[src/hdl/assert_macros.svh]
// Assertion helpers used by the RTL.
`ifndef ASSERT_MACROS_SVH
`define ASSERT_MACROS_SVH
`ifndef SYNTHESIS
`define ASSERT_CLK(label, clk, rst_n, prop, msg) \
  label: assert property (@(posedge clk) disable iff (!rst_n) (prop)) else $error(msg);
`define ASSERT_NEXT(label, clk, rst_n, ante, cons, msg) \
  label: assert property (@(posedge clk) disable iff (!rst_n) (ante) |=> (cons)) \
    else $error(msg);
`else
`define ASSERT_CLK(label, clk, rst_n, prop, msg)
`define ASSERT_NEXT(label, clk, rst_n, ante, cons, msg)
`endif
`endif

[src/hdl/nrtd_pkg.sv]
package nrtd_pkg;
  localparam int unsigned ACC_W = 10;
  localparam int unsigned ANG_W = 15;
  localparam int unsigned SQ_STEPS = 19;
  localparam int unsigned CORDIC_STEPS = 16;
  localparam int unsigned RAD_W = 38;
  localparam int unsigned REM_W = 40;
  localparam int unsigned CV_W = 24;
  localparam int unsigned Z_W = 19;
  localparam logic [ACC_W-1:0] ZERO_RESET = 10'd512;
  localparam logic [ANG_W-1:0] HALF_PI_Q13 = 15'd12868;
  localparam logic [7:0] MASK_X = 8'h0C;
  localparam logic [7:0] MASK_Y = 8'h30;
  localparam logic [7:0] MASK_Z = 8'hC0;
  localparam logic [7:0] MASK_BTN = 8'h03;

  typedef struct packed {
    logic [7:0] joy_x;
    logic [7:0] joy_y;
    logic [ACC_W-1:0] accel_x;
    logic [ACC_W-1:0] accel_y;
    logic [ACC_W-1:0] accel_z;
    logic z_pressed;
    logic c_pressed;
  } side_t;

  typedef struct packed {
    logic vld;
    side_t side;
    logic zero_den;
    logic signed [ACC_W+1:0] num;
    logic [RAD_W-1:0] rad;
    logic [REM_W-1:0] rem;
    logic [20:0] root;
  } sq_t;

  typedef struct packed {
    logic vld;
    side_t side;
    logic zero_den;
    logic signed [ACC_W+1:0] num;
    logic signed [CV_W-1:0] x;
    logic signed [CV_W-1:0] y;
    logic signed [Z_W-1:0] z;
  } cv_t;

  function automatic logic signed [Z_W-1:0] atan_q16(input logic [3:0] i);
    logic signed [Z_W-1:0] t;
    case (i)
      4'd0: t = 19'sd51472;
      4'd1: t = 19'sd30386;
      4'd2: t = 19'sd16055;
      4'd3: t = 19'sd8150;
      4'd4: t = 19'sd4091;
      4'd5: t = 19'sd2047;
      4'd6: t = 19'sd1024;
      4'd7: t = 19'sd512;
      4'd8: t = 19'sd256;
      4'd9: t = 19'sd128;
      4'd10: t = 19'sd64;
      4'd11: t = 19'sd32;
      4'd12: t = 19'sd16;
      4'd13: t = 19'sd8;
      4'd14: t = 19'sd4;
      default: t = 19'sd2;
    endcase
    return t;
  endfunction
endpackage

[src/hdl/nrtd_front.sv]
module nrtd_front (
  input  logic clk,
  input  logic en,
  input  logic in_vld,
  input  logic [7:0] b0, b1, b2, b3, b4, b5,
  input  logic want_roll,
  input  logic [nrtd_pkg::ACC_W-1:0] zero_ofs,
  output nrtd_pkg::sq_t q
);
  import nrtd_pkg::*;
  logic [ACC_W-1:0] ax, ay, az;
  logic signed [ACC_W+1:0] cx, cy, cz, na, nb, nc;
  logic [20:0] s;
  sq_t d, q_r;

  always_comb begin
    ax = {b2, 2'((b5 & MASK_X) >> 2)};
    ay = {b3, 2'((b5 & MASK_Y) >> 4)};
    az = {b4, 2'((b5 & MASK_Z) >> 6)};
    cx = $signed({2'b00, ax}) - $signed({2'b00, zero_ofs});
    cy = $signed({2'b00, ay}) - $signed({2'b00, zero_ofs});
    cz = $signed({2'b00, az}) - $signed({2'b00, zero_ofs});
    na = want_roll ? cy : cx;
    nb = want_roll ? cx : cy;
    nc = cz;
    s = 21'(nb * nb) + 21'(nc * nc);
    d.vld = in_vld;
    d.side.joy_x = b0;
    d.side.joy_y = b1;
    d.side.accel_x = ax;
    d.side.accel_y = ay;
    d.side.accel_z = az;
    d.side.z_pressed = ~(|(b5 & MASK_BTN & 8'h01));
    d.side.c_pressed = ~(|(b5 & MASK_BTN & 8'h02));
    d.zero_den = (s == 21'd0);
    d.num = na;
    d.rad = {1'b0, s, 16'd0};
    d.rem = '0;
    d.root = '0;
  end

  always_ff @(posedge clk) begin
    if (en) q_r <= d;
  end
  assign q = q_r;
endmodule

[config.mk]
export PLATFORM = sky130hd
export DESIGN_NAME = nrtd_front
export DESIGN_NICKNAME = d
export VERILOG_FILES = /design/src/hdl/assert_macros.svh /design/src/hdl/nrtd_pkg.sv /design/src/hdl/nrtd_front.sv
export SDC_FILE = /design/constraint.sdc
export NUM_CORES = 1
export LEC_CHECK = 0
export BUFFER_PORTS_ARGS = -buffer_cell sky130_fd_sc_hd__buf_2
export CAP_MARGIN = 10
export CORE_ASPECT_RATIO = 1.2
export CORE_MARGIN = 2
export CORE_UTILIZATION = 45
export DETAILED_ROUTE_END_ITERATION = 10
export PLACE_DENSITY = 0.66
export SYNTH_ARGS = -nofsm -noshare
export SYNTH_HDL_FRONTEND = slang
export SYNTH_SLANG_ARGS = --single-unit
[constraint.sdc]
create_clock -name clk -period 24.6 [get_ports clk]
set_input_delay 1.23 -clock clk [delete_from_list [all_inputs] [get_ports clk]]
set_output_delay 1.23 -clock clk [all_outputs]
set_load 0.01 [all_outputs]
==> results.yml <==
run_status:
  status: "finished, final reports clean"
die:
  core_sq_um: 28000
  placementRows: 67
  io-pin-count: 223
  die_x_microns: 158
  start_util_pct: 45.9
  die_y_microns: 189
  die_area_sq_um: 29900
cts:
  cts_tree: "yes"
  htree_num_levels: 3
  numCtsBuffers: 9
  cts_resized: 0
  clock_sinks: 82
  ctsHoldBuffers: 0
  clkTransAtPathRegs_ps: 60
  cts_root_buf: "clkbuf_16"
  clk_path_buf_depth: 2
  postCtsSetupBuffers: 0
finish:
  antennaDiodeCount: 0
  regArea_sq_um: 2460
  largest_reg_flops: 82
  final_cell_area_sq_um: 14100
  final_cell_mix: "inv_1, fa_1, buf_2"
  fin_nets: 1816
  layout_commonest_cell: "inv_1"
  syn_to_final_growth_pct: 9.41
  final_layout_size_suffix_gt1_share_pct: 13.7
  fillers: 2651
  multi_input_area_sq_um: 8760
placed_design:
  portBuffers: 144
  placed_cell_area_sq_um: 13800
  hpwl_microns: 25000
  gp_congestion: 0.896
routing:
  drt_iter0_markers: 500
  drc_errors: 0
  dr.pass1.iters: 5
  drtAntennaViolNets: 0
  top_layer: "met4"
  routed-wl-met2_microns: 15600
  met3_length_microns: 1480
  wl_per_cell_microns: 15.8
  wl_met1_microns: 10200
  postRouteWirelength_microns: 28500
  vias: 8621
  vias_per_cell: 4.79
timing:
  period_needed_ps: 10310
  hold_viol: 0
  relSlewSlack_pct: 31.0
  max_freq_mhz: 97.0
  tns_ps: 0
  finalSetupViolCount: 0
  drv_slew: 0
  rsz0062_at_grt: "false"
  finalCritPeriodShare_pct: 41.9
  tightest_slew_ps: 1040
grt:
  grt_util_all_layers_pct: 19.8
  first_global_vias: 9161
  grt_pass1_wl_microns: 45200
  grt_overflow_total: 0
  grt_max_degree: 83
  antenna_found_initial: 0
setup_path:
  crit_arrival_ps: 10490
  max_stage_delay_ps: 660
  endpoint_kind: "flip-flop"
  critical-path-slowest-cell: "or4_1"
  path_class: "input port to flip-flop"
  critPathMaxFanout: 16
  critPathRequiredTime_ps: 24780
  cp-start-kind: "input port"
  path_common_cell: "fa_1"
logic_synthesis:
  synth-edff-count: 82
  ys_seq_elements: 82
  async_flop_share_pct: 0
  ys_seq_area_share_pct: 19.2
  yosys_most_used_dff: "edfxtp_1"
  synth_area_sq_um: 12800
  netlist_instances: 1261
  synth_area_per_cell_sq_um: 10.2
  synth.distinct_cells: 59
  yosysWarnings: 0
job:
  maxCapViolCount: 0
worst_hold_path:
  min_path_cells: 1
  hold_path_class: "input port to flip-flop"
cells in the mapped netlist (all sizes together) (10+ instances only):
| cell | count | area [sq um] |
|---|---|---|
| inv | 339 | 1270 |
| fa | 238 | 4760 |
| ha | 101 | 1260 |
| nor2 | 96 | 363 |
| edfxtp | 82 | 2460 |
| buf | 80 | 597 |
| nand2 | 75 | 282 |
| xnor2 | 42 | 368 |
| a21oi | 22 | 114 |
| o21ai | 21 | 105 |
| o21a | 15 | 113 |
| xor2 | 13 | 114 |
| nor3 | 11 | 60.1 |
| mux2i | 10 | 100 |
final timing paths:
check                  startpoint  slack, ps     end
worst max-delay path  zero_ofs[2]      14290  q[111]
worst min-delay path        b0[1]       1060  q[153]
critical path: cells and delay by family:
family,cells,cell delay (ps)
XOR/XNOR,1,230
AO/OA/AOI/OAI,6,1650
adder cells (fa/ha/maj),9,4130
AND/OR/NAND/NOR,9,2430
buffers and inverters,7,800
per-layer routing:
| metal | track usage (%) | up-vias |
|---|---|---|
| met5 | 0 | - |
| li1 | - | 4010 |
| met3 | 2.27 | 62 |
| met2 | 37.1 | 277 |
| met4 | 8.25 | 0 |
| met1 | 22.6 | 4272 |
kinds of logic (layout without fill, tap and decap cells):
| kind of cell | count (synthesis) | after routing | share of synthesized area (%) |
|---|---|---|---|
| other | 1 | 79 | 0.0292 |
| buffers and inverters | 431 | 512 | 14.9 |
| AND/OR/NAND/NOR | 231 | 231 | 8.24 |
| adder cells (fa/ha/maj) | 339 | 339 | 46.9 |
| XOR/XNOR | 55 | 55 | 3.75 |
| flip-flops | 82 | 82 | 19.2 |
| multiplexers | 17 | 17 | 1.39 |
| AO/OA/AOI/OAI | 105 | 105 | 5.60 |
metrics by stage:
| step | hold WS, ps | std cells | worst slack (ps) | util, % |
|---|---|---|---|---|
| 6_report | 1060 | 1799 | 14290 | 50.2 |
| 5_1_grt | 1050 | 1799 | 13630 | 50.2 |
| 4_1_cts | 1050 | 1799 | 14270 | 50.2 |
| 3_5_place_dp | 1410 | 1783 | 13950 | 49.2 |
| 3_3_place_gp | 1410 | 1783 | 14130 | 49.2 |
| 2_1_floorplan | 1330 | 1339 | 15580 | - |
area by class of cell:
| cell class | count | share of cell area [%] |
|---|---|---|
| clock buffer | 10 | 1.63 |
| tap | 379 | 3.37 |
| inverter | 343 | 9.16 |
| sequential | 82 | 17.5 |
| timing repair buffer | 153 | 5.63 |
| multi-input combinational | 826 | 62.3 |
| clock inverter | 6 | 0.347 |
Power is not shown: default switching activity piles up to over one toggle a cycle in this logic, so the estimate is an artifact.
