### config.mk
export PLATFORM = sky130hd
export DESIGN_NAME = nrtd_cordic_cell
export DESIGN_NICKNAME = d
export VERILOG_FILES = /design/src/hdl/assert_macros.svh /design/src/hdl/nrtd_pkg.sv /design/src/hdl/nrtd_cordic_cell.sv
export SDC_FILE = /design/constraint.sdc
export NUM_CORES = 1
export LEC_CHECK = 0
export ABC_AREA = 0
export ABC_CLOCK_PERIOD_IN_PS = 3630
export BUFFER_PORTS_ARGS = -buffer_cell sky130_fd_sc_hd__buf_2
export CORE_MARGIN = 5
export CORE_UTILIZATION = 50
export DETAILED_ROUTE_END_ITERATION = 10
export PLACE_DENSITY = 0.78
export REMOVE_ABC_BUFFERS = 1
export SLEW_MARGIN = 10
export SYNTH_ARGS = -nofsm -noshare
export SYNTH_HDL_FRONTEND = slang
export SYNTH_SLANG_ARGS = --single-unit
### constraint.sdc
create_clock -name clk -period 3.63 [get_ports clk]
set_input_delay 0.1815 -clock clk [delete_from_list [all_inputs] [get_ports clk]]
set_output_delay 0.1815 -clock clk [all_outputs]
set_load 0.005 [all_outputs]
### src/hdl/assert_macros.svh
// Assertion helpers used by the RTL.
`ifndef ASSERT_MACROS_SVH
`define ASSERT_MACROS_SVH
`ifndef SYNTHESIS
`define ASSERT_CLK(label, clk, rst_n, prop, msg) \
  label: assert property (@(posedge clk) disable iff (!rst_n) (prop)) else $error(msg);
`define ASSERT_NEXT(label, clk, rst_n, ante, cons, msg) \
  label: assert property (@(posedge clk) disable iff (!rst_n) (ante) |=> (cons)) \
    else $error(msg);
`else
`define ASSERT_CLK(label, clk, rst_n, prop, msg)
`define ASSERT_NEXT(label, clk, rst_n, ante, cons, msg)
`endif
`endif

### src/hdl/nrtd_pkg.sv
package nrtd_pkg;
  localparam int unsigned ACC_W = 10;
  localparam int unsigned ANG_W = 15;
  localparam int unsigned SQ_STEPS = 19;
  localparam int unsigned CORDIC_STEPS = 16;
  localparam int unsigned RAD_W = 38;
  localparam int unsigned REM_W = 40;
  localparam int unsigned CV_W = 24;
  localparam int unsigned Z_W = 19;
  localparam logic [ACC_W-1:0] ZERO_RESET = 10'd512;
  localparam logic [ANG_W-1:0] HALF_PI_Q13 = 15'd12868;
  localparam logic [7:0] MASK_X = 8'h0C;
  localparam logic [7:0] MASK_Y = 8'h30;
  localparam logic [7:0] MASK_Z = 8'hC0;
  localparam logic [7:0] MASK_BTN = 8'h03;

  typedef struct packed {
    logic [7:0] joy_x;
    logic [7:0] joy_y;
    logic [ACC_W-1:0] accel_x;
    logic [ACC_W-1:0] accel_y;
    logic [ACC_W-1:0] accel_z;
    logic z_pressed;
    logic c_pressed;
  } side_t;

  typedef struct packed {
    logic vld;
    side_t side;
    logic zero_den;
    logic signed [ACC_W+1:0] num;
    logic [RAD_W-1:0] rad;
    logic [REM_W-1:0] rem;
    logic [20:0] root;
  } sq_t;

  typedef struct packed {
    logic vld;
    side_t side;
    logic zero_den;
    logic signed [ACC_W+1:0] num;
    logic signed [CV_W-1:0] x;
    logic signed [CV_W-1:0] y;
    logic signed [Z_W-1:0] z;
  } cv_t;

  function automatic logic signed [Z_W-1:0] atan_q16(input logic [3:0] i);
    logic signed [Z_W-1:0] t;
    case (i)
      4'd0: t = 19'sd51472;
      4'd1: t = 19'sd30386;
      4'd2: t = 19'sd16055;
      4'd3: t = 19'sd8150;
      4'd4: t = 19'sd4091;
      4'd5: t = 19'sd2047;
      4'd6: t = 19'sd1024;
      4'd7: t = 19'sd512;
      4'd8: t = 19'sd256;
      4'd9: t = 19'sd128;
      4'd10: t = 19'sd64;
      4'd11: t = 19'sd32;
      4'd12: t = 19'sd16;
      4'd13: t = 19'sd8;
      4'd14: t = 19'sd4;
      default: t = 19'sd2;
    endcase
    return t;
  endfunction
endpackage

### src/hdl/nrtd_cordic_cell.sv
module nrtd_cordic_cell #(
  parameter logic [3:0] STEP = 4'd0
) (
  input  logic clk,
  input  logic rst_n,
  input  logic en,
  input  nrtd_pkg::cv_t d,
  output nrtd_pkg::cv_t q
);
  import nrtd_pkg::*;
  cv_t q_r, q_nxt;
  logic signed [CV_W-1:0] xs, ys;

  always_comb begin
    q_nxt = d;
    xs = d.x >>> STEP;
    ys = d.y >>> STEP;
    if (!d.y[CV_W-1]) begin
      q_nxt.x = d.x + ys;
      q_nxt.y = d.y - xs;
      q_nxt.z = d.z + atan_q16(STEP);
    end else begin
      q_nxt.x = d.x - ys;
      q_nxt.y = d.y + xs;
      q_nxt.z = d.z - atan_q16(STEP);
    end
  end

  always_ff @(posedge clk) begin
    if (!rst_n) q_r.vld <= 1'b0;
    else if (en) q_r.vld <= q_nxt.vld;
    if (en) begin
      q_r.side <= q_nxt.side;
      q_r.zero_den <= q_nxt.zero_den;
      q_r.num <= q_nxt.num;
      q_r.x <= q_nxt.x;
      q_r.y <= q_nxt.y;
      q_r.z <= q_nxt.z;
    end
  end
  assign q = q_r;
endmodule

==> metrics.csv <==
metric;value;unit
Switching Fraction;0.2995;
synth cell count leaders;127 x edfxtp_1, 91 x ha_1, 81 x a21oi_1, 81 x inv_1, 71 x nor2_1;
Root Buffer;clkbuf_16;
met2 Use GR;0.4654;
fin area;0.01156;mm²
GP Congestion;0.9883;
Antenna diodes;0;
Levels on crit path;10;
Yosys reg bits;128;
via density per instance;5.756;
gr ovfl total;0;
pin count of the biggest net entering global routing;82;
main area contributors after synthesis;edfxtp_1 43%, ha_1 13%, a21oi_1 4.6%, xnor2_1 4.0%, inv_1 3.5%;
peak supply drop;0.0003224;V
worst r2r path cells;2;
post-synth top area cell;edfxtp_1;
Num CTS Buffers;17;
htree depth;4;
drt pass-1 iters;6;
GRT met3 Usage;0.05712;
TritonCTS clock tree;yes;
setup TNS;0;ns
full die area;0.02033;mm²
final hold vios;0;
DP HPWL;21.33;mm
max reg flops;128;
number of fill cells;1358;
Max-Cap Viols;0;
Tot GR Track Use;0.2715;
EDFF count, synth;127;
chip height;142.6;µm
count leader, synth;edfxtp_1;
Hold Path Depth;3;
vias after detailed routing;8185;
Cell Count Post-Placement;1324;
Slew HR;0.3042;
Ys Warns;0;
Crit Reg-Reg Startpoint;q[128];
Buf+Inv Stages, Crit Path;3;
Final Setup Violations;0;
DR iter-0 viols;754;
Reg clk slew, reported paths;0.06;ns
Worst-Skew Late Latency;0.41;ns
outcome;completed;
CTS sink count;128;
setup repair after global routing missed its margin;no;
Initial Util;0.5080;
CP dominant cell by count;inv_1;
area grow syn2layout;31.61;%
Hold WC Path Type;in -> reg;
vias in the first global route;7850;
FF+latch area;0.003834;mm²
Tmin final;2.517;ns
postcts setup bufs;0;
CP Launch Point;d[34];
critical path class;in -> reg;
Logic pwr share;0.256;
Tightest Pin Transition;1.044;ns
share of the synthesized area in the top cell type;0.4340;
f_max;397.3;MHz
GR peak layer;met2;
mean post-synth cell area;10.14;µm²
final core occ;0.6686;
core footprint;0.01730;mm²
Avg WL per Cell;20.11;µm
Max Buffers Root-to-Sink;2;
CP top delay family;compound AO/OA/AOI/OAI gates;
Post-Synthesis Cell Area;0.008787;mm²
Clock Skew;0;ns
worst-path cell chain;buf_2 -> inv_1 -> ha_1 -> inv_1 -> a21oi_2 -> o211ai_1 -> a221oi_1 -> o221ai_1 -> a221oi_2 -> xor2_1;
cells after synthesis;867;
post-place instance area;0.01028;mm²
Non-Filler Instances;1422;
die width;142.6;µm
slowest CP cell;ha_1;
post-route DRC violation count;0;
Site Rows;48;
initial antenna violation count;0;
DRT Wirelength;28.60;mm
Yosys cell types;75;
Crit path arrival time;2.66;ns
Largest stage delay, worst path;0.55;ns
crit path launch type;input pin;
Pwr per Cell Area;430.4;mW/mm²
area of the multi-input gates;0.004504;mm²
Final Net Count;1411;
Port Buf Inserts;260;
total power;4.978;mW
Psw;1.491;mW
leakage power;5.120;nW
IO Pins;261;
CP endpoint kind;flip-flop;
share of post-route cells with drive strength above 1;0.2657;
P_int;3.487;mW
WP data required;3.78;ns
sequential-to-total area share from yosys stat;0.4363;
Main synth FF type;edfxtp_1;
Worst Hold Launch;d[128];
sequential share of power;0.382;
Post-synth ARST share;0;
clock share of power;0.363;
Slew Viols, Final;0;
post-route ant nets;0;
fin crit share;0.6933;
first-pass GRT wire length;43.00;mm
CP Max Fanout;14;
met1 usage;0.3384;
[metal layers]
metal  wire length (µm)  part of all wire
met5                  0                 0
met3               2446             0.086
met2              14050              0.49
met4                804             0.028
met1              11300              0.40
[power by group through the flow]
stage / Combinational (mW) / Clock (mW) / Sequential, mW
6_report: 1.27 / 1.81 / 1.90
5_1_grt: 1.38 / 1.90 / 1.92
4_1_cts: 1.25 / 1.83 / 1.90
3_5_place_dp: 1.19 / 0 / 1.93
3_3_place_gp: 1.17 / 0 / 1.92
2_1_floorplan: 0.625 / 0 / 1.95
[worst paths after layout]
kind / to / slack, ns
setup / recovery: q[41] / 1.11
hold / removal: q[128] / 0.05
setup reg to reg: q[128] / 3.02
hold reg to reg: q[128] / 0.54
[final cells by class]
| cell class | count | area share |
|---|---|---|
| Clock buffer | 17 | 0.03678 |
| Clock inverter | 15 | 0.01709 |
| Inverter | 82 | 0.02661 |
| Multi-Input combinational cell | 624 | 0.3895 |
| Sequential cell | 128 | 0.3315 |
| Tap cell | 225 | 0.02434 |
| Timing Repair Buffer | 331 | 0.1742 |
[through the flow]
stage	setup slack [ns]	hold WS (ns)
finish	1.113	0.05202
global route	0.9647	0.06284
CTS	1.214	0.04189
detailed placement	0.8170	0.3596
global placement	0.8529	0.3578
floorplan	1.003	0.2804
[cells in the final DEF (no fill, tap or decap), drive strengths merged, types with 7 or more instances in the layout]
cell type / count
a211oi: 10
a21o: 16
a21oi: 83
buf: 265
clkbuf: 17
dlygate4sd3: 66
edfxtp: 127
ha: 91
inv: 88
mux2i: 10
nand2: 46
nand3: 12
nand4: 13
nor2: 71
nor2b: 14
nor3: 13
o211ai: 17
o21a: 12
o21ai: 53
o31ai: 7
or3: 7
xnor2: 40
xor2: 9
[worst register-to-register path: stages (launching register included)]
cell,delay [ns]
dfxtp_1,0.34
mux2i_1,0.07
nor2b_1,0.14
[cells by family after synthesis]
group | count (synthesis) | share of synthesized area
xor gates and xnor gates | 49 | 0.04884
muxes | 11 | 0.01267
AOI/OAI and AO/OA | 261 | 0.1966
and+or+nand+nor | 208 | 0.1158
buffers and inverters | 115 | 0.05112
DFF | 128 | 0.4363
adders and majority gates | 95 | 0.1387
[what timing repair did]
| item | 4_1_cts | 5_1_grt |
|---|---|---|
| gates resized for setup | 0 | 0 |
| endpoints found under the hold margin | 66 | 0 |
| hold buffers | 66 | 0 |
Note: power is estimated with default switching activity, not from simulation.
