### src/hdl/assert_macros.svh
// Assertion helpers used by the RTL.
`ifndef ASSERT_MACROS_SVH
`define ASSERT_MACROS_SVH
`ifndef SYNTHESIS
`define ASSERT_CLK(label, clk, rst_n, prop, msg) \
  label: assert property (@(posedge clk) disable iff (!rst_n) (prop)) else $error(msg);
`define ASSERT_NEXT(label, clk, rst_n, ante, cons, msg) \
  label: assert property (@(posedge clk) disable iff (!rst_n) (ante) |=> (cons)) \
    else $error(msg);
`else
`define ASSERT_CLK(label, clk, rst_n, prop, msg)
`define ASSERT_NEXT(label, clk, rst_n, ante, cons, msg)
`endif
`endif

### src/hdl/nrtd_pkg.sv
package nrtd_pkg;
  localparam int unsigned ACC_W = 10;
  localparam int unsigned ANG_W = 15;
  localparam int unsigned SQ_STEPS = 19;
  localparam int unsigned CORDIC_STEPS = 16;
  localparam int unsigned RAD_W = 38;
  localparam int unsigned REM_W = 40;
  localparam int unsigned CV_W = 24;
  localparam int unsigned Z_W = 19;
  localparam logic [ACC_W-1:0] ZERO_RESET = 10'd512;
  localparam logic [ANG_W-1:0] HALF_PI_Q13 = 15'd12868;
  localparam logic [7:0] MASK_X = 8'h0C;
  localparam logic [7:0] MASK_Y = 8'h30;
  localparam logic [7:0] MASK_Z = 8'hC0;
  localparam logic [7:0] MASK_BTN = 8'h03;

  typedef struct packed {
    logic [7:0] joy_x;
    logic [7:0] joy_y;
    logic [ACC_W-1:0] accel_x;
    logic [ACC_W-1:0] accel_y;
    logic [ACC_W-1:0] accel_z;
    logic z_pressed;
    logic c_pressed;
  } side_t;

  typedef struct packed {
    logic vld;
    side_t side;
    logic zero_den;
    logic signed [ACC_W+1:0] num;
    logic [RAD_W-1:0] rad;
    logic [REM_W-1:0] rem;
    logic [20:0] root;
  } sq_t;

  typedef struct packed {
    logic vld;
    side_t side;
    logic zero_den;
    logic signed [ACC_W+1:0] num;
    logic signed [CV_W-1:0] x;
    logic signed [CV_W-1:0] y;
    logic signed [Z_W-1:0] z;
  } cv_t;

  function automatic logic signed [Z_W-1:0] atan_q16(input logic [3:0] i);
    logic signed [Z_W-1:0] t;
    case (i)
      4'd0: t = 19'sd51472;
      4'd1: t = 19'sd30386;
      4'd2: t = 19'sd16055;
      4'd3: t = 19'sd8150;
      4'd4: t = 19'sd4091;
      4'd5: t = 19'sd2047;
      4'd6: t = 19'sd1024;
      4'd7: t = 19'sd512;
      4'd8: t = 19'sd256;
      4'd9: t = 19'sd128;
      4'd10: t = 19'sd64;
      4'd11: t = 19'sd32;
      4'd12: t = 19'sd16;
      4'd13: t = 19'sd8;
      4'd14: t = 19'sd4;
      default: t = 19'sd2;
    endcase
    return t;
  endfunction
endpackage

### src/hdl/nrtd_sqrt_cell.sv
module nrtd_sqrt_cell (
  input  logic clk,
  input  logic rst_n,
  input  logic en,
  input  nrtd_pkg::sq_t d,
  output nrtd_pkg::sq_t q
);
  import nrtd_pkg::*;
  sq_t q_r, q_nxt;
  logic [REM_W-1:0] rm, tr;

  always_comb begin
    q_nxt = d;
    rm = {d.rem[REM_W-3:0], d.rad[RAD_W-1:RAD_W-2]};
    tr = {17'd0, d.root, 2'b01};
    q_nxt.rad = {d.rad[RAD_W-3:0], 2'b00};
    if (rm >= tr) begin
      q_nxt.rem = rm - tr;
      q_nxt.root = {d.root[19:0], 1'b1};
    end else begin
      q_nxt.rem = rm;
      q_nxt.root = {d.root[19:0], 1'b0};
    end
  end

  always_ff @(posedge clk) begin
    if (!rst_n) q_r.vld <= 1'b0;
    else if (en) q_r.vld <= q_nxt.vld;
    if (en) begin
      q_r.side <= q_nxt.side;
      q_r.zero_den <= q_nxt.zero_den;
      q_r.num <= q_nxt.num;
      q_r.rad <= q_nxt.rad;
      q_r.rem <= q_nxt.rem;
      q_r.root <= q_nxt.root;
    end
  end
  assign q = q_r;
endmodule

### config.mk
export PLATFORM = sky130hd
export DESIGN_NAME = nrtd_sqrt_cell
export DESIGN_NICKNAME = d
export VERILOG_FILES = /design/src/hdl/assert_macros.svh /design/src/hdl/nrtd_pkg.sv /design/src/hdl/nrtd_sqrt_cell.sv
export SDC_FILE = /design/constraint.sdc
export NUM_CORES = 1
export LEC_CHECK = 0
export BUFFER_PORTS_ARGS = -buffer_cell sky130_fd_sc_hd__buf_2
export CAP_MARGIN = 20
export CORE_MARGIN = 10
export CORE_UTILIZATION = 40
export CTS_CLUSTER_DIAMETER = 100
export DETAILED_ROUTE_END_ITERATION = 10
export GPL_TIMING_DRIVEN = 0
export HOLD_SLACK_MARGIN = 0.05
export PLACE_DENSITY = 0.79
export SYNTH_ARGS = -nofsm -noshare
export SYNTH_HDL_FRONTEND = slang
export SYNTH_SLANG_ARGS = --single-unit
export TNS_END_PERCENT = 100
### constraint.sdc
create_clock -name clk -period 3.4 [get_ports clk]
set_clock_uncertainty 0.1 [all_clocks]
set_input_delay 0.68 -clock clk [delete_from_list [all_inputs] [get_ports clk]]
set_output_delay 0.68 -clock clk [all_outputs]
set_load 0.05 [all_outputs]
==> results of run 1 <==
==> worst min-delay path by stage <==
stage                     endpoint    from
after floorplan             q[160]  q[160]
after global placement      q[160]  q[160]
after detailed placement    q[160]  q[160]
after CTS                    q[90]   d[88]
after global routing        q[140]  d[140]
final                        q[95]   d[93]
==> synthesized netlist by cell type (2+ instances only) <==
master    number
nor2_1        26
and2_1         2
nand2b_1       5
nand4_1        8
o21ai_1        3
ha_1          23
inv_1         26
nand2_1       38
or4_1          3
o21bai_1       4
buf_2         10
nor3_1        18
mux2i_1        2
or3_1          3
o211ai_1       6
nand3_1        3
nand3b_1       2
a21boi_0       2
xnor2_1       13
o21ai_0       31
a21oi_1       22
buf_4          2
nor4_1         4
edfxtp_1     158
xor2_1        25
a21o_1         6
or2_2          2
nor2b_1        4
==> routing by layer <==
| metal | track usage | vias up |
|---|---|---|
| met2 | 0.329 | 219 |
| met5 | 0 | - |
| li1 | - | 2485 |
| met4 | 0.0719 | 4 |
| met1 | 0.197 | 2475 |
| met3 | 0.0678 | 33 |
==> per-stage QoR <==
| step | util | setup WS [ns] | hold WS [ns] | area [µm²] |
|---|---|---|---|---|
| floorplan | - | 0.261 | 0.643 | 6800 |
| global placement | 0.521 | -0.436 | 0.397 | 8670 |
| detailed placement | 0.523 | -0.432 | 0.465 | 8710 |
| CTS | 0.558 | 0.00753 | 0.316 | 9290 |
| global route | 0.561 | -0.000187 | 0.310 | 9340 |
| finish | 0.562 | 0.212 | 0.334 | 9350 |
==> worst reg2reg max path: cells and delay by family, from the launching register on <==
kind | cells | cell delay (ns)
flops | 1 | 0.32
mux | 1 | 0.15
simple gates | 1 | 0.07
==> power by group through the flow <==
stage / sequential, mW / clock [mW] / combinational [mW]
after floorplan: 3.09 / 0 / 0.258
after global placement: 2.45 / 0 / 1.29
after detailed placement: 2.45 / 0 / 1.31
after CTS: 2.41 / 1.94 / 1.32
after global routing: 2.42 / 2.02 / 1.38
final: 2.41 / 1.90 / 1.31
==> layout make-up <==
class	instances	area, µm²
Antenna cell	6	15.0
Buffer	14	73.8
Clock buffer	17	425
Clock inverter	14	160
Fill cell	1399	7300
Inverter	27	101
Multi-Input combinational cell	281	1870
Sequential cell	159	4760
Tap cell	220	275
Timing Repair Buffer	325	1670
==> layout by cell type, fill, tap and decap left out, types with 3 or more instances in the layout <==
cell type,count
nor2b_1,4
clkinv_4,4
xnor2_1,13
or4_1,3
a21o_1,6
nand2b_1,5
ha_1,23
inv_1,26
o211ai_1,6
buf_2,329
xor2_1,25
nor3_1,18
nand3_1,3
nor2_1,26
nand2_1,38
nor4_1,4
a21oi_1,22
inv_6,3
edfxtp_1,158
buf_4,6
diode_2,6
o21bai_1,4
or3_1,3
clkbuf_16,17
o21ai_0,31
nand4_1,8
==> timing repair <==
| item | in CTS | in global routing |
|---|---|---|
| endpoints found under the setup margin | 0 | 35 |
| buffers inserted | 0 | 4 |
| resized for setup | 0 | 2 |
==> cell families after synthesis <==
logic type,count (synthesis),synth area share
other,1,0.000552
multiplexers,4,0.00626
AO/OA/AOI/OAI,86,0.0775
XOR/XNOR,38,0.0490
flip-flops,159,0.701
AND/OR/NAND/NOR,128,0.0971
adder cells (fa/ha/maj),23,0.0424
buffers and inverters,41,0.0258
==> run metrics, run 1 <==
outcome completed; fin crit share 0.938; first-pass GRT wire length 31200 µm; Reg-to-Reg End q[160]; Syn. warnings 0; Die Height 150 µm; Critical Path AT 3.25 ns; Clk pin slew, worst setup/hold paths 0.06 ns; vias in the first global route 5167; sequential cell area fraction in the yosys report 0.701; switching share of power 0.328; CP max stage cell a211oi_4; top_reg_cell synth edfxtp_1; #FFs+latches synth 159; reg2reg start q[160]; number of unique standard cell types used by synthesis 57; VDD IR max 0.323 mV; max_cap viols 0; min Tclk post-route 3.19 ns; Die Footprint 22600 µm²; P_sw 1.84 mW; share of layout cells above drive strength 1 0.455; Internal Power 3.77 mW; Area contributors post-synth edfxtp_1, ha_1, xor2_1, o21ai_0, nand2_1; Starting Density 0.408; Fmax 314 MHz; routed wire length 22100 µm; Initial DRC Count 361; I/O Pins 325; CTS tree built; routed vias 5216; Via density 4.91; cells after synthesis 480; Comb power frac 0.233; Final Hold Violating Endpoints 0; Clock Tree Root clkbuf_16; CP required 3.46 ns; H-tree levels 4; Power Total 5.61 mW; largest net degree at the start of global routing 97; FP Rows 47; met2 wire len 11400 µm; clock buffer depth 2; CP Buf/Inv Count 5; final instance count without filler cells 1063; P&R area growth vs syn 37.6%; CP max FO 6; Setup TNS 0 ns; Max Slew Vio Count 0; worst-margin pin slew 0.648 ns; DRC Markers 0; fraction of registers with async set or reset after synthesis 0; slowest stage delay, CP 0.39 ns; # nets final 1012; crit path kind in2reg; GRT overflow 0; Clk Latency, worst-skew pair 0.41 ns; Post-Syn Area 6790 µm²; I/O Buffers 320; WL met3 2290 µm; largest area contributor in the netlist edfxtp_1; cell mode on critical path buf_4; Sequential Power Share 0.429; Detail Placement HPWL 17900 µm; power density over cell area 601 nW/µm²; Clk pwr share 0.339; HP Class in2reg; EDFF count, synth 158; M1 wire length 7800 µm; final setup violation count 0; critical path startpoint d[0]; CTS hold repair buffers 0; Yosys top cell area share 0.698; CORE AREA 16600 µm²; clock sink count 159; standby leakage power 4.03 nW; Startpoint Class primary input; Placed Cells 1022; Largest register FFs 159; Initial DRT Pass Iterations 6; drt wl/cell 20.8 µm; worst hold stages 1; Slew Limit Headroom 0.568; R2R depth 2; All-Layer GR Usage 0.186; Die X 150 µm; crit path capture type register; initial antenna violation count 5; CP cell instances buf_2 -> inv_1 -> ha_1 -> nor2b_1 -> o31a_1 -> o311ai_1 -> nand2_1 -> a211oi_4 -> buf_4 -> buf_4 -> inv_2 -> mux2_1; CP Capture Point q[36]; Avg Inst Size Synth 14.2 µm²; gpl congestion 0.895; CP Depth 12; CTS buffer count 17; highest routed metal layer met5; Worst path top cell family by delay compound AO/OA/AOI/OAI gates; antenna-violating nets left 0; reg-to-reg slack, setup 2.65 ns
(Power assumes the default switching activity.)
==> inputs of run 2 (changes only) <==
--- a/config.mk
+++ b/config.mk
@@ -14,6 +14,7 @@
 export GPL_TIMING_DRIVEN = 0
 export HOLD_SLACK_MARGIN = 0.05
 export PLACE_DENSITY = 0.79
+export SETUP_SLACK_MARGIN = 0.5
 export SYNTH_ARGS = -nofsm -noshare
 export SYNTH_HDL_FRONTEND = slang
 export SYNTH_SLANG_ARGS = --single-unit
==> constraint.sdc (replaced) <==
create_clock -name clk -period 3.4 [get_ports clk]
set_clock_uncertainty 0.1 [all_clocks]
set_input_delay 0.68 -clock clk [delete_from_list [all_inputs] [get_ports clk]]
set_output_delay 0.68 -clock clk [all_outputs]
set_load 0.1 [all_outputs]
==> run 2 against run 1 <==
Effect of this change: combinational power rose by 56%; sequential power about the same; clock power rose by 6%; sequential cell count stayed put; largest power group unchanged.
==> run metrics, run 2 (synthesis results as in run 1) <==
outcome completed; multi-input logic area 2120 µm² (+14%); HP Class in2reg; CP cell instances buf_6 -> ha_4 -> buf_6 -> nand4b_1 -> nor4_4 -> buf_4 -> nand4_1 -> nand3_2 -> a211oi_4 -> buf_6 -> or2b_4 -> buf_4 -> nor3_2 -> xor2_1; Power Total 6.46 mW (+15%); Largest register FFs 159 (unchanged); Clk pin slew, worst setup/hold paths 0.07 ns (about the same); initial antenna violation count 5 (unchanged); largest net degree at the start of global routing 87 (-10%); gpl congestion 0.861 (-3.8%); Initial DRT Pass Iterations 5 (-1); Clk Latency, worst-skew pair 0.42 ns (about the same); cell mode on critical path buf_6; fin crit share 0.824 (-0.113); max_cap viols 0 (unchanged); clock buffer depth 2 (unchanged); Slew Limit Headroom 0.519 (-0.0494); Die X 150 µm (unchanged); Placed Area 8840 µm² (+1.5%); Final Instance Area 9800 µm² (+4.9%); routed vias 5279 (+1.2%); routed wire length 22800 µm (+2.9%); CP max stage cell nor4_4; power density over cell area 660 nW/µm² (+9.8%); CP required 3.48 ns (+0.02 ns); Max Slew Vio Count 0 (unchanged); final worst setup slack 0.598 ns (+0.386 ns); CP Buf/Inv Count 5 (unchanged); final core occ 0.589 (+0.0273); final hold slack 0.326 ns (-0.00730 ns); standby leakage power 4.15 nW (+2.9%); commonest non-fill, non-tap cell in the layout buf_2; # nets final 1024 (+1.2%); RSZ-0062 raised after global routing yes; first-pass GRT wire length 31100 µm (-0.24%); Placed Cells 1022 (unchanged); Startpoint Class primary input; drt wl/cell 21.2 µm (+1.9%); slowest stage delay, CP 0.30 ns (-0.09 ns); I/O Pins 325 (unchanged); Final Hold Violating Endpoints 0 (unchanged); CP max FO 7 (+1); VDD IR max 0.349 mV (+8.0%); antenna-violating nets left 0 (unchanged); dpl ws -0.159 ns (+0.273 ns); Detail Placement HPWL 17800 µm (-0.49%); Die Height 150 µm (unchanged); GRT overflow 0 (unchanged); most frequent cells in the layout buf_2, edfxtp_1, nand2_1, o21ai_0, xor2_1; fillcell total 1311 (-6.3%); Fmax 357 MHz (+14%); I/O Buffers 320 (unchanged); vias in the first global route 5160 (-0.14%); final setup violation count 0 (unchanged); P&R area growth vs syn 44.3%; crit path capture type register; Initial DRC Count 319 (-12%); crit path kind in2reg; share of layout cells above drive strength 1 0.512 (+0.0566); Starting Density 0.408 (unchanged); CORE AREA 16600 µm² (unchanged); clock sink count 159 (unchanged); DRC Markers 0 (unchanged); FP Rows 47 (unchanged); final instance count without filler cells 1074 (+1.0%); All-Layer GR Usage 0.186 (+0.000272); register area 4760 µm² (unchanged); CTS tree built; worst-margin pin slew 0.722 ns (+0.0740 ns); min Tclk post-route 2.80 ns (-0.386 ns); Via density 4.92 (+0.17%); CTS buffer count 17 (unchanged); Setup TNS 0 ns (unchanged); Die Footprint 22600 µm² (unchanged); Worst path top cell family by delay simple AND/OR/NAND/NOR gates; H-tree levels 4 (unchanged); Critical Path AT 2.88 ns (-0.37 ns); Clock Tree Root clkbuf_16
==> run 2: final timing paths <==
check	start	slack [ns]	cells past startpoint	to
setup / recovery	d[41]	0.60	14	q[52]
hold / removal	d[63]	0.33	1	q[65]
setup reg to reg	q[160]	2.70	2	q[160]
hold reg to reg	q[160]	0.44	2	q[160]
==> run 2: final cells by class <==
cell class | instances | area share
diodes | 4 | 0.00102
multi-input cells | 281 | 0.217
repair buffers | 337 | 0.183
inverters | 27 | 0.0109
clock buffers | 18 | 0.0438
well taps | 220 | 0.0281
clock inverters | 14 | 0.0197
flip-flops and latches | 159 | 0.486
plain buffers | 14 | 0.0105
==> run 2: timing repair <==
item,4_1_cts,5_1_grt
hold buffers,0,0
gates resized for setup,3,44
endpoints found under the setup margin,37,29
buffers inserted,6,10
pin swaps,4,11
==> run 2: power breakdown <==
group / total [mW] / internal, mW / switching [mW] / leakage [nW]
logic: 2.05 / 0.356 / 1.69 / 2.30
registers: 2.40 / 2.37 / 0.0379 / 1.55
clock network: 2.01 / 1.18 / 0.833 / 0.294
==> run 2: metal layers <==
layer / track usage / share of wire
met5: 0 / 0.0010
met4: 0.0719 / 0.028
met3: 0.0699 / 0.10
met2: 0.344 / 0.54
met1: 0.184 / 0.33
==> run 2: worst register-to-register path: stages (launching register included) <==
cell and delay, ns:
dfxtp_1 0.31, mux2i_1 0.13, nor2b_1 0.06
